### src/sv/c3r_pkg.sv
// Shared types, register codes and defaults for the 3x3 reflect-border convolution block.
package c3r_pkg;

  localparam int C3R_MAX_WIDTH = 2048;
  localparam int C3R_COEF_BITS = 16;
  localparam int CFG_IDX_W     = 3;

  localparam logic [CFG_IDX_W-1:0] REG_COEF_TOP = 3'd0;
  localparam logic [CFG_IDX_W-1:0] REG_COEF_MID = 3'd1;
  localparam logic [CFG_IDX_W-1:0] REG_COEF_BOT = 3'd2;
  localparam logic [CFG_IDX_W-1:0] REG_WIDTH    = 3'd3;
  localparam logic [CFG_IDX_W-1:0] REG_HEIGHT   = 3'd4;

  localparam logic CMD_PIXEL = 1'b0;
  localparam logic CMD_DRAIN = 1'b1;

  typedef struct packed {
    logic       cmd;
    logic [7:0] pixel_in;
  } c3r_in_t;

  typedef struct packed {
    logic [7:0] pixel_out;
    logic       row_end;
    logic       frame_end;
  } c3r_out_t;

  typedef struct packed {
    logic busy;
    logic done;
  } c3r_nst_t;

endpackage

### src/sv/c3r_norm.sv
// Serial 3x3 multiply-accumulate, then a bit-serial normalizing divide or a 0/255 clamp.
module c3r_norm #(
  parameter int COEF_BITS = 16,
  parameter int RW        = 3 * COEF_BITS
) (
  input  logic                   clk,
  input  logic                   rst_n,
  input  logic                   start,
  input  logic [71:0]            pix,
  input  logic [2:0][RW-1:0]     coef,
  output c3r_pkg::c3r_nst_t      nst,
  output logic [7:0]             result
);
  import c3r_pkg::*;

  localparam int DW = COEF_BITS + 13;
  localparam int SW = COEF_BITS + 4;

  typedef enum logic [4:0] {
    N_IDLE = 5'b00001,
    N_MAC  = 5'b00010,
    N_CHK  = 5'b00100,
    N_DIV  = 5'b01000,
    N_DONE = 5'b10000
  } nstate_t;

  nstate_t                 state_r;
  logic [71:0]             pix_r;
  logic [1:0]              i_r, j_r;
  logic signed [DW-1:0]    acc_r;
  logic signed [SW-1:0]    sum_r;
  logic [DW-1:0]           rem_r, div_r;
  logic [2:0]              bcnt_r;
  logic [7:0]              q_r;

  logic [1:0]              rsel, csel;
  logic [3:0]              pidx;
  logic signed [COEF_BITS-1:0] k;
  logic signed [COEF_BITS+8:0] prod;
  logic signed [SW-1:0]    sum0;
  logic                    neg_d, neg_s;
  logic [DW-1:0]           ad, as_ext;
  logic                    ge;

  always_comb begin
    rsel   = 2'(2'd2 - i_r);
    csel   = 2'(2'd2 - j_r);
    pidx   = ({2'b00, i_r} * 4'd3) + {2'b00, j_r};
    k      = coef[rsel][csel*COEF_BITS +: COEF_BITS];
    prod   = $signed({1'b0, pix_r[pidx*8 +: 8]}) * k;
    sum0   = (sum_r == '0) ? SW'(1) : sum_r;
    neg_d  = acc_r[DW-1];
    neg_s  = sum0[SW-1];
    ad     = neg_d ? DW'(-acc_r) : DW'(acc_r);
    as_ext = neg_s ? DW'(unsigned'(-sum0)) : DW'(unsigned'(sum0));
    ge     = rem_r >= div_r;
  end

  always_ff @(posedge clk) begin
    if (!rst_n) begin
      state_r <= N_IDLE;
    end else begin
      unique case (state_r)
        N_IDLE: begin
          if (start) begin
            pix_r   <= pix;
            acc_r   <= '0;
            sum_r   <= '0;
            i_r     <= 2'd0;
            j_r     <= 2'd0;
            state_r <= N_MAC;
          end
        end
        N_MAC: begin
          acc_r <= acc_r + DW'(prod);
          sum_r <= sum_r + SW'(k);
          if (j_r == 2'd2) begin
            j_r <= 2'd0;
            i_r <= i_r + 2'd1;
            if (i_r == 2'd2) begin
              state_r <= N_CHK;
            end
          end else begin
            j_r <= j_r + 2'd1;
          end
        end
        N_CHK: begin
          if (acc_r == '0 || neg_d != neg_s) begin
            q_r     <= 8'd0;
            state_r <= N_DONE;
          end else if (ad >= (as_ext << 8)) begin
            q_r     <= 8'd255;
            state_r <= N_DONE;
          end else begin
            rem_r   <= ad;
            div_r   <= as_ext << 7;
            bcnt_r  <= 3'd7;
            q_r     <= 8'd0;
            state_r <= N_DIV;
          end
        end
        N_DIV: begin
          if (ge) begin
            rem_r <= rem_r - div_r;
          end
          q_r    <= {q_r[6:0], ge};
          div_r  <= div_r >> 1;
          bcnt_r <= bcnt_r - 3'd1;
          if (bcnt_r == 3'd0) begin
            state_r <= N_DONE;
          end
        end
        N_DONE: begin
          state_r <= N_IDLE;
        end
        default: state_r <= N_IDLE;
      endcase
    end
  end

  assign nst.busy = (state_r != N_IDLE);
  assign nst.done = (state_r == N_DONE);
  assign result   = q_r;

endmodule

### config.mk
export PLATFORM = sky130hd
export DESIGN_NAME = c3r_norm
export DESIGN_NICKNAME = d
export VERILOG_FILES = /design/src/sv/c3r_pkg.sv /design/src/sv/c3r_norm.sv
export SDC_FILE = /design/constraint.sdc
export NUM_CORES = 1
export LEC_CHECK = 0
export ABC_AREA = 1
export BUFFER_PORTS_ARGS = -buffer_cell sky130_fd_sc_hd__buf_2
export CAP_MARGIN = 0
export CORE_MARGIN = 3
export CORE_UTILIZATION = 31
export CTS_CLUSTER_DIAMETER = 40
export CTS_CLUSTER_SIZE = 30
export DETAILED_ROUTE_END_ITERATION = 10
export GPL_TIMING_DRIVEN = 0
export PLACE_DENSITY = 0.57
export SYNTH_ARGS = -nofsm -noshare
export SYNTH_HDL_FRONTEND = slang
export SYNTH_SLANG_ARGS = --single-unit
### constraint.sdc
create_clock -name clk -period 16 [get_ports clk]
set_input_delay 3.2 -clock clk [delete_from_list [all_inputs] [get_ports clk]]
set_output_delay 3.2 -clock clk [all_outputs]
set_load 0.05 [all_outputs]
==> results.sh, run 1 <==
export IMPL_final_area_um2=22000
export IMPL_critical_path_endpoint_type="register"
export IMPL_reg2reg_depth=25
export IMPL_gp_congestion=0.911
export IMPL_root_buffer="clkbuf_16"
export IMPL_yosysSeqAreaShare_pct=30.7
export IMPL_syn_area_um2=19100
export IMPL_hp_class="reg2reg"
export IMPL_io_buffer_count=228
export IMPL_drc=0
export IMPL_htree_levels=4
export IMPL_synthFlopType="edfxtp_1"
export IMPL_fin_tns_setup_ps=0
export IMPL_slew_violations=0
export IMPL_place_inst=3392
export IMPL_wl_per_cell_um=17.0
export IMPL_postRouteAntennaNets=0
export IMPL_cts_buffer_depth=2
export IMPL_synth_simple_area_share_pct=19.7
export IMPL_cts_tree="done"
export IMPL_crit_family="adder cells"
export IMPL_rsz0062_at_grt="false"
export IMPL_clk_pin_slew_ps=80
export IMPL_cts_buffers=17
export IMPL_slew_headroom_pct=12.8
export IMPL_avgSynthCellArea_um2=8.05
export IMPL_worstSetupStartpointType="input port"
export IMPL_tightest_slew_ps=1310
export IMPL_cts_setup_buffers=0
export IMPL_max_freq_mhz=115
export IMPL_clock_skew_ps=16.3
export IMPL_setup_violations_final=0
export IMPL_dieArea_um2=64700
export IMPL_cts_resized=0
export IMPL_insertion_delay_ps=490
export IMPL_via_per_inst=4.93
export IMPL_grt_util_all_layers_pct=18.3
export IMPL_start_util_pct=31.5
export IMPL_rows=90
export IMPL_worstHoldStart="result[6]$_DFFE_PP_"
export IMPL_synth_compound_area_share_pct=14.8
export IMPL_yosys_area_share_xor_xnor_pct=2.70
export IMPL_nNetsFinal=3117
export IMPL_coreArea_um2=60700
export IMPL_arrival_ps=8940
export IMPL_min_delay_path_depth=2
export IMPL_ys_warn_count=0
export IMPL_cp_max_fo=6
export IMPL_worstReg2RegEnd="acc_r[26]$_SDFFCE_PP0P_"
export IMPL_io_pins=229
export IMPL_final_fill_count=6406
export IMPL_dp_hpwl_um=48200
export IMPL_synthAdderAreaFrac_pct=22.8
export IMPL_r2r_start="i_r[1]$_SDFFCE_PP0P_"
export IMPL_outcome="complete, no violations"
export IMPL_cap_violations=0
export IMPL_synth_cell_type_count=61
export IMPL_stdcell_count=3423
export IMPL_r2r_setup_slack_ps=7730
export IMPL_synthMuxAreaShare_pct=0
export IMPL_cts_hold_fix_buffers=0
export IMPL_critPathKind="in2reg"
export IMPL_dieWidth_um=254
export IMPL_antennaDiodeCount=0
export IMPL_grt_pass1_vias=16689
export IMPL_drt_first_pass_iters=5
export IMPL_finalCritPeriodShare_pct=54.4
export IMPL_ys_ff_latch=197
export IMPL_post_dp_cell_area_um2=21400
export IMPL_vias=16880
export IMPL_final_hold_viol_count=0
export IMPL_drive_gt1_share_pct=14.0
export IMPL_area_growth_pct=14.9
export IMPL_synth_edff_count=192
export IMPL_final_util_pct=36.2
export IMPL_overflow=0
export IMPL_critPathRequiredTime_ps=16230
export IMPL_period_minus_slack_ps=8700
export IMPL_routed_wl_um=58200
export IMPL_holdPathEnd="result[7]$_DFFE_PP_"
export IMPL_synthCells=2375
export IMPL_fp_dieH_um=254
export IMPL_cts_sinks=197
export IMPL_grt_pass1_wl_um=91300
export IMPL_async_flop_share_pct=0
export IMPL_antenna_found_initial=0
export IMPL_drtIter0Drc=1147
export IMPL_grt_max_degree=36
export IMPL_critPathBufInv=7
export IMPL_cpPeakStageDelay_ps=570
export IMPL_synth_top_family_by_area="adder cells"
export IMPL_syn_nets=2863
export IMPL_critical_path_slowest_cell="fa_1"
==> registers in the layout, summed over array words and instances (netlist names) <==
signal and cells:
pix_r 72, acc_r 29, rem_r 29, div_r 27, sum_r 20, result 8, state_r 5, bcnt_r 3
i_r 2, j_r 2
==> synth_stat cells, drive strengths merged, types with 2 or more instances <==
cell	n	share of area (%)
edfxtp	192	30
o22ai	15	0.49
nor2	326	6.6
a32oi	7	0.44
xnor2	17	0.78
dfxtp	5	0.52
nor3	31	0.94
xor2	41	1.9
nand3	80	2.2
o31ai	3	0.12
ha	136	8.9
nand3b	4	0.16
o21bai	10	0.41
nor4	7	0.34
nand4	22	0.79
a21oi	140	3.7
or2	8	0.26
fa	133	14
o221ai	16	0.73
a31oi	8	0.26
a21boi	6	0.26
o21a	10	0.39
buf	37	1.2
o21ai	248	6.6
and3	2	0.065
o211ai	19	0.75
a31o	2	0.092
clkbuf	32	0.64
nand2	423	8.4
a21o	10	0.39
inv	378	7.4
==> kinds of logic after synthesis <==
| family | count (synthesis) |
|---|---|
| fa+ha+maj | 269 |
| flops | 197 |
| buf+inv | 448 |
| xor+xnor | 58 |
| compound gates | 499 |
| simple gates | 904 |
==> worst max-delay path by stage <==
stage / start / to / slack (ps) / cells after the start
floorplan: coef[15] / acc_r[26]$_SDFFCE_PP0P_ / 7790 / 25
global placement: rst_n / i_r[0]$_SDFFCE_PP0P_ / 5480 / 4
detailed placement: coef[35] / acc_r[21]$_SDFFCE_PP0P_ / 6840 / 26
CTS: coef[35] / acc_r[21]$_SDFFCE_PP0P_ / 7380 / 26
global route: coef[8] / acc_r[25]$_SDFFCE_PP0P_ / 6850 / 27
finish: coef[35] / acc_r[21]$_SDFFCE_PP0P_ / 7300 / 26
==> cell usage in the layout, fill, tap and decap left out, types with 30 or more instances in the layout <==
cell / count
buf_2: 254
fa_1: 133
nand3_1: 77
inv_1: 359
a21oi_1: 139
clkbuf_1: 30
ha_1: 136
o21ai_0: 229
edfxtp_1: 192
nor2_1: 318
nand2_1: 417
xor2_1: 40
==> stage by stage <==
| stage | hold slack [ps] | worst slack, ps |
|---|---|---|
| after floorplan | 520 | 7790 |
| after global placement | 529 | 5480 |
| after detailed placement | 530 | 6840 |
| after CTS | 552 | 7380 |
| after global routing | 580 | 6850 |
| final | 554 | 7300 |
==> worst reg2reg max path, stage by stage, from the launching register on <==
cell and delay (ps):
edfxtp_1 490, fa_1 500, ha_1 210, fa_1 720
inv_2 130, clkbuf_2 240, o21ai_0 140, o221ai_1 170
a32oi_1 630, inv_2 160, buf_6 190, nand2_1 90
fa_1 560, fa_1 720, fa_1 520, fa_1 640
fa_1 550, inv_1 40, ha_1 370, a21oi_1 230
nand2_1 100, a21oi_1 120, o21ai_0 90, a21oi_1 220
o21ai_0 110, a21oi_1 170
==> layout make-up <==
cell class	count	area [µm²]	share of cell area, %
inverter	379	1420	6.48
clock buffer	17	425	1.94
sequential	197	5870	26.7
timing repair buffer	235	1240	5.67
clock inverter	14	171	0.781
buffer	69	343	1.56
tap	782	978	4.46
multi-input combinational	1730	11500	52.4
==> routing by layer <==
metal	vias up	track usage (%)	wire, µm
met5	-	0	0
met4	0	4.78	1160
met3	59	2.81	2860
met2	460	31.1	27900
met1	7999	24.2	26300
li1	8362	-	-
Power of run 1 is left out: the tool's default activity adds up to more than one toggle a clock period on the data nets, which glitch-free logic cannot reach.
==> inputs of run 2 (changes only) <==
--- a/config.mk
+++ b/config.mk
@@ -5,7 +5,7 @@
 export SDC_FILE = /design/constraint.sdc
 export NUM_CORES = 1
 export LEC_CHECK = 0
-export ABC_AREA = 1
+export ABC_AREA = 0
 export BUFFER_PORTS_ARGS = -buffer_cell sky130_fd_sc_hd__buf_2
 export CAP_MARGIN = 0
 export CORE_MARGIN = 3
==> constraint.sdc (replaced) <==
create_clock -name clk -period 8.9 [get_ports clk]
set_input_delay 1.78 -clock clk [delete_from_list [all_inputs] [get_ports clk]]
set_output_delay 1.78 -clock clk [all_outputs]
set_load 0.05 [all_outputs]
==> run 2 against run 1 <==
Sequential share of layout area increased by 0.83 points. Worst setup slack got worse by 6900 ps. Wire length decreased by 12%. Largest cell class unchanged.
==> results.sh, run 2 <==
export IMPL_tightest_slew_ps=989
export IMPL_slew_headroom_pct=33.8
export IMPL_grt_pass1_wl_um=80200
export IMPL_via_per_inst=4.97
export IMPL_dieWidth_um=248
export IMPL_critical_path_endpoint_type="register"
export IMPL_synth_common_cells="inv_1 (245), nor2_1 (202), edfxtp_1 (192)"
export IMPL_largest_reg_flops=72
export IMPL_synth_compound_area_share_pct=12.7
export IMPL_syn_area_um2=18200
export IMPL_area_growth_pct=17.2
export IMPL_yosysTopAreaCellShare_pct=31.7
export IMPL_p_leak_nw=9.40
export IMPL_yosys_area_share_xor_xnor_pct=5.21
export IMPL_yosysSeqAreaShare_pct=32.3
export IMPL_outcome="complete, no violations"
export IMPL_multi_input_area_um2=11300
export IMPL_setup_ws_ps=414
export IMPL_period_minus_slack_ps=8490
export IMPL_finalCritPeriodShare_pct=95.3
export IMPL_coreArea_um2=57800
export IMPL_path_common_cell="fa_1"
export IMPL_worstSetupStartpointType="register"
export IMPL_drtIter0Drc=1061
export IMPL_cts_buffer_depth=2
export IMPL_dieArea_um2=61600
export IMPL_wl_per_cell_um=17.9
export IMPL_synth_edff_count=192
export IMPL_ys_warn_count=0
export IMPL_clock_skew_ps=11.2
export IMPL_insertion_delay_ps=490
export IMPL_critical_path_slowest_cell="fa_2"
export IMPL_dr_wl_met3_um=2510
export IMPL_nNetsFinal=2565
export IMPL_holdWs_ps=554
export IMPL_synthMuxAreaShare_pct=6.33
export IMPL_final_hold_viol_count=0
export IMPL_yosysMostFrequentCell="inv_1"
export IMPL_root_buffer="clkbuf_16"
export IMPL_cts_hold_fix_buffers=0
export IMPL_drt_first_pass_iters=5
export IMPL_postRouteAntennaNets=0
export IMPL_start_util_pct=31.4
export IMPL_synthTopCellsByArea="edfxtp_1 (32%), fa_1 (15%), ha_1 (9.4%), inv_1 (5.1%), nor2_1 (4.2%)"
export IMPL_critPathKind="reg2reg"
export IMPL_drc=0
export IMPL_final_fill_count=5874
export IMPL_cpPeakStageDelay_ps=650
export IMPL_mostFrequentLayoutCell="inv_1"
export IMPL_syn_nets=2307
export IMPL_grt_util_all_layers_pct=16.9
export IMPL_dp_hpwl_um=42600
export IMPL_slew_violations=0
export IMPL_wl_met2_um=24800
export IMPL_grt_max_degree=73
export IMPL_fp_dieH_um=248
export IMPL_arrival_ps=8670
export IMPL_cts_buffers=17
export IMPL_final_util_pct=36.8
export IMPL_hp_class="reg2reg"
export IMPL_vias=14188
export IMPL_routed_top_layer="met4"
export IMPL_htree_levels=4
export IMPL_async_flop_share_pct=0
export IMPL_synth_simple_area_share_pct=12.9
export IMPL_cp_max_fo=10
export IMPL_io_buffer_count=228
export IMPL_synth_top_family_by_area="adder cells"
export IMPL_drive_gt1_share_pct=18.9
export IMPL_reg_largest_list="pix_r (72), acc_r (29), rem_r (29)"
export IMPL_vdd_drop_max_v=0.000396
export IMPL_dp_slack_ps=-1710
export IMPL_synth_cell_type_count=71
export IMPL_clk_pin_slew_ps=70
export IMPL_antenna_found_initial=1
export IMPL_cap_violations=0
export IMPL_synthFlopType="edfxtp_1"
export IMPL_synth_area_leader_cell="edfxtp_1"
export IMPL_place_inst=2817
export IMPL_routed_wl_um=51200
export IMPL_grt_pass1_vias=14876
export IMPL_cts_sinks=197
export IMPL_totalPowerFinal_w=0.00812
export IMPL_synthCells=1819
export IMPL_avgSynthCellArea_um2=9.99
export IMPL_final_cell_mix="inv_1 (245), buf_2 (232), nor2_1 (197)"
export IMPL_synthAdderAreaFrac_pct=24.0
export IMPL_critPathRequiredTime_ps=9090
export IMPL_setup_violations_final=0
export IMPL_max_freq_mhz=118
export IMPL_overflow=0
export IMPL_stdcell_count=2855
export IMPL_wl_met1_um=22200
export IMPL_io_pins=229
export IMPL_power_density_nw_per_um2=381
export IMPL_cts_tree="done"
export IMPL_seq_area_um2=5870
export IMPL_top_register="pix_r"
export IMPL_gp_congestion=0.916
export IMPL_rows=88
export IMPL_ys_ff_latch=197
export IMPL_rsz0062_at_grt="false"
==> run 2: cell types whose count changed after synthesis, sizes merged, moves of 32 or more <==
cell,change
inv,-133
nand3,-56
xnor2,+49
nand2,-300
mux4,+32
nor2,-122
o21ai,-176
==> run 2: what timing repair did <==
action,4_1_cts,5_1_grt
buffers inserted,4,7
gates cloned,0,0
endpoints found under the setup margin,20,9
pin swaps,1,4
resized for setup,48,34
==> run 2: metrics by stage <==
step                area (µm²)  setup TNS, ps
finish                   21300              0
global route             21300              0
CTS                      21200              0
detailed placement       20400         -16630
global placement         20300         -41600
floorplan                18200              0
==> run 2: power breakdown <==
group / internal [W] / total [W] / switching, W
Combinational: 0.00258 / 0.00618 / 0.00360
Clock: 0.000439 / 0.000810 / 0.000371
Sequential: 0.00109 / 0.00113 / 0.0000386
Total: 0.00411 / 0.00812 / 0.00401
==> run 2: cells by family (layout without fill, tap and decap cells) <==
| logic type | after synthesis | in the layout |
|---|---|---|
| flip-flops | 197 | 197 |
| adder cells (fa/ha/maj) | 269 | 269 |
| AO/OA/AOI/OAI | 366 | 366 |
| buffers and inverters | 305 | 574 |
| multiplexers | 73 | 73 |
| AND/OR/NAND/NOR | 501 | 501 |
| XOR/XNOR | 108 | 108 |
| other | 0 | 2 |
==> run 2: final timing paths <==
| check | startpoint | to | slack (ps) | cells after the start |
|---|---|---|---|---|
| worst min-delay path | result[0]$_DFFE_PP_ | result[1]$_DFFE_PP_ | 550 | 1 |
| worst max register to register | i_r[0]$_SDFFCE_PP0P_ | acc_r[28]$_SDFFCE_PP0P_ | 410 | 29 |
| worst max-delay path | i_r[0]$_SDFFCE_PP0P_ | acc_r[28]$_SDFFCE_PP0P_ | 410 | 29 |
| worst min register to register | result[0]$_DFFE_PP_ | result[1]$_DFFE_PP_ | 550 | 1 |
==> run 2: critical path, delay by kind of cell, from the launching register on <==
kind,cells,cell delay (ps)
buf+inv,6,670
fa+ha+maj,9,4200
xor+xnor,1,230
simple gates,3,260
compound gates,8,1900
mux,2,460
flops,1,450
==> run 2: metal layers <==
layer | up-vias | global-route usage, %
met2 | 436 | 29.0
li1 | 6826 | -
met5 | - | 0
met3 | 80 | 3.12
met4 | 0 | 6.89
met1 | 6846 | 21.0
==> run 2: final cells by class <==
| cell class | count | share of cell area, % |
|---|---|---|
| diodes | 2 | 0.0235 |
| well taps | 765 | 4.49 |
| inverters | 246 | 4.34 |
| multi-input cells | 1317 | 53.3 |
| clock inverters | 12 | 0.723 |
| plain buffers | 54 | 1.44 |
| clock buffers | 18 | 2.02 |
| repair buffers | 244 | 6.15 |
| flip-flops and latches | 197 | 27.5 |
No activity file was read; power rests on OpenSTA's default activity.
==> inputs of run 3 (changes only) <==
--- a/config.mk
+++ b/config.mk
@@ -8,13 +8,15 @@
 export ABC_AREA = 0
 export BUFFER_PORTS_ARGS = -buffer_cell sky130_fd_sc_hd__buf_2
 export CAP_MARGIN = 0
-export CORE_MARGIN = 3
+export CELL_PAD_IN_SITES_DETAIL_PLACEMENT = 1
+export CELL_PAD_IN_SITES_GLOBAL_PLACEMENT = 1
+export CORE_MARGIN = 2
 export CORE_UTILIZATION = 31
 export CTS_CLUSTER_DIAMETER = 40
 export CTS_CLUSTER_SIZE = 30
 export DETAILED_ROUTE_END_ITERATION = 10
 export GPL_TIMING_DRIVEN = 0
-export PLACE_DENSITY = 0.57
+export PLACE_DENSITY = 0.67
 export SYNTH_ARGS = -nofsm -noshare
 export SYNTH_HDL_FRONTEND = slang
 export SYNTH_SLANG_ARGS = --single-unit
==> run 3 against run 2 <==
Wire length up 11%. Fmax down 1.1%. Power up 3.2%. Design area up 0.42%. Largest power group unchanged.
==> results.sh, run 3 (same netlist as run 2, synthesis figures left out) <==
export IMPL_critPathKind="reg2reg"
export IMPL_fp_dieH_um=246
export IMPL_setup_violations_final=0
export IMPL_finalCritPeriodShare_pct=96.4
export IMPL_cts_tree="done"
export IMPL_cts_buffers=17
export IMPL_io_buffer_count=228
export IMPL_reg2reg_depth=25
export IMPL_endpoint="acc_r[28]$_SDFFCE_PP0P_"
export IMPL_final_cell_mix="inv_1 (245), buf_2 (230), nor2_1 (198)"
export IMPL_fin_tns_setup_ps=0
export IMPL_grt_util_all_layers_pct=19.1
export IMPL_crit_start="i_r[1]$_SDFFCE_PP0P_"
export IMPL_mostFrequentLayoutCell="inv_1"
export IMPL_final_hold_viol_count=0
export IMPL_clk_pin_slew_ps=80
export IMPL_via_per_inst=4.99
export IMPL_netSwitchingFraction_pct=50.9
export IMPL_dieWidth_um=246
export IMPL_pwr_share_comb_pct=77.1
export IMPL_drtIter0Drc=512
export IMPL_routed_wl_um=56700
export IMPL_p_leak_nw=9.44
export IMPL_postRouteAntennaNets=0
export IMPL_wl_per_cell_um=19.8
export IMPL_grt_pass1_vias=16016
export IMPL_power_frac_seq_pct=13.5
export IMPL_worstReg2RegEnd="acc_r[28]$_SDFFCE_PP0P_"
export IMPL_hp_class="reg2reg"
export IMPL_gp_congestion=0.887
export IMPL_cap_violations=0
export IMPL_dp_hpwl_um=47600
export IMPL_period_minus_slack_ps=8580
export IMPL_drive_gt1_share_pct=19.4
export IMPL_root_buffer="clkbuf_16"
export IMPL_insertion_delay_ps=500
export IMPL_pwr_share_clk_pct=9.4
export IMPL_rows=88
export IMPL_critical_path_endpoint_type="register"
export IMPL_p_int_w=0.00411
export IMPL_slew_headroom_pct=35.1
export IMPL_coreArea_um2=57800
export IMPL_cts_sinks=197
export IMPL_worstSetupStartpointType="register"
export IMPL_overflow=0
export IMPL_max_freq_mhz=117
export IMPL_reg_largest_list="pix_r (72), acc_r (29), rem_r (29)"
export IMPL_r2r_start="i_r[1]$_SDFFCE_PP0P_"
export IMPL_arrival_ps=8810
export IMPL_p_sw_w=0.00427
export IMPL_nNetsFinal=2573
export IMPL_htree_levels=4
export IMPL_area_growth_pct=17.7
export IMPL_largest_reg_flops=72
export IMPL_grt_pass1_wl_um=88700
export IMPL_critPathRequiredTime_ps=9130
export IMPL_io_pins=229
export IMPL_power_density_nw_per_um2=392
export IMPL_cts_hold_fix_buffers=0
export IMPL_vias=14286
export IMPL_outcome="complete, no violations"
export IMPL_grt_max_degree=73
export IMPL_cp_max_fo=10
export IMPL_vdd_drop_max_v=0.000340
export IMPL_dieArea_um2=60600
export IMPL_r2r_setup_slack_ps=320
export IMPL_antenna_found_initial=2
export IMPL_drt_first_pass_iters=7
export IMPL_top_register="pix_r"
export IMPL_clock_skew_ps=20.0
export IMPL_slew_violations=0
export IMPL_tightest_slew_ps=969
export IMPL_cts_buffer_depth=2
export IMPL_stdcell_count=2864
export IMPL_drc=0
export IMPL_place_inst=2815
export IMPL_start_util_pct=31.4
[run 3: stage by stage]
stage | util (%) | hold slack [ps] | power (W) | worst slack (ps) | instance area [µm²]
2_1_floorplan | - | 522 | 0.00591 | 603 | 18200
3_3_place_gp | 35.1 | 526 | 0.00723 | -1890 | 20300
3_5_place_dp | 35.3 | 527 | 0.00747 | -2110 | 20400
4_1_cts | 36.7 | 548 | 0.00840 | 7.24 | 21200
5_1_grt | 37.0 | 583 | 0.00930 | -40.8 | 21400
6_report | 37.0 | 550 | 0.00838 | 318 | 21400
[run 3: per-layer routing]
metal | up-vias | share of wire, % | GRT usage, %
met5 | - | 0 | 0
met4 | 0 | 2.3 | 6.72
met3 | 60 | 3.4 | 2.71
met2 | 333 | 52 | 35.2
met1 | 7051 | 42 | 22.6
li1 | 6842 | - | -
[run 3: power by group through the flow]
stage               logic (W)  clock network [W]  registers (W)
finish                0.00646           0.000789        0.00113
global route          0.00734           0.000832        0.00113
CTS                   0.00646           0.000812        0.00113
detailed placement    0.00632                  0        0.00115
global placement      0.00607                  0        0.00115
floorplan             0.00477                  0        0.00114
[run 3: how the worst min path moves through the flow]
stage | startpoint | endpoint | slack, ps | depth (start not counted)
final | result[6]$_DFFE_PP_ | result[7]$_DFFE_PP_ | 550 | 1
after global routing | result[5]$_DFFE_PP_ | result[6]$_DFFE_PP_ | 580 | 1
after CTS | result[6]$_DFFE_PP_ | result[7]$_DFFE_PP_ | 550 | 1
after global placement | result[4]$_DFFE_PP_ | result[5]$_DFFE_PP_ | 530 | 1
after detailed placement | result[6]$_DFFE_PP_ | result[7]$_DFFE_PP_ | 530 | 1
after floorplan | bcnt_r[0]$_SDFFCE_PN1P_ | bcnt_r[0]$_SDFFCE_PN1P_ | 520 | 1
[run 3: final cells by class]
cell class | count | area [µm²]
fillers | 6633 | 36400
multi-input cells | 1317 | 11400
flip-flops and latches | 197 | 5870
repair buffers | 253 | 1370
well taps | 765 | 957
inverters | 246 | 925
clock buffers | 19 | 433
plain buffers | 53 | 327
clock inverters | 13 | 141
diodes | 1 | 2.50
[run 3: worst max-delay path: stages, from the launching register on]
cell	delay, ps
edfxtp_1	450
fa_1	490
ha_1	220
fa_2	740
mux4_2	360
mux2i_1	180
nor2_1	110
a21oi_4	280
clkbuf_4	310
nor2_1	90
fa_1	510
fa_1	530
fa_1	530
fa_1	590
inv_1	70
fa_1	500
inv_1	40
ha_1	360
and4_1	190
a32oi_2	330
o21ai_2	150
a31o_2	320
a2111oi_4	400
o31ai_1	160
xnor2_1	320
nor2_1	70
[run 3: repair_timing]
item	in CTS	in global routing
pin swaps	4	6
gates resized for setup	60	26
endpoints found under the setup margin	21	5
buffers inserted	8	14
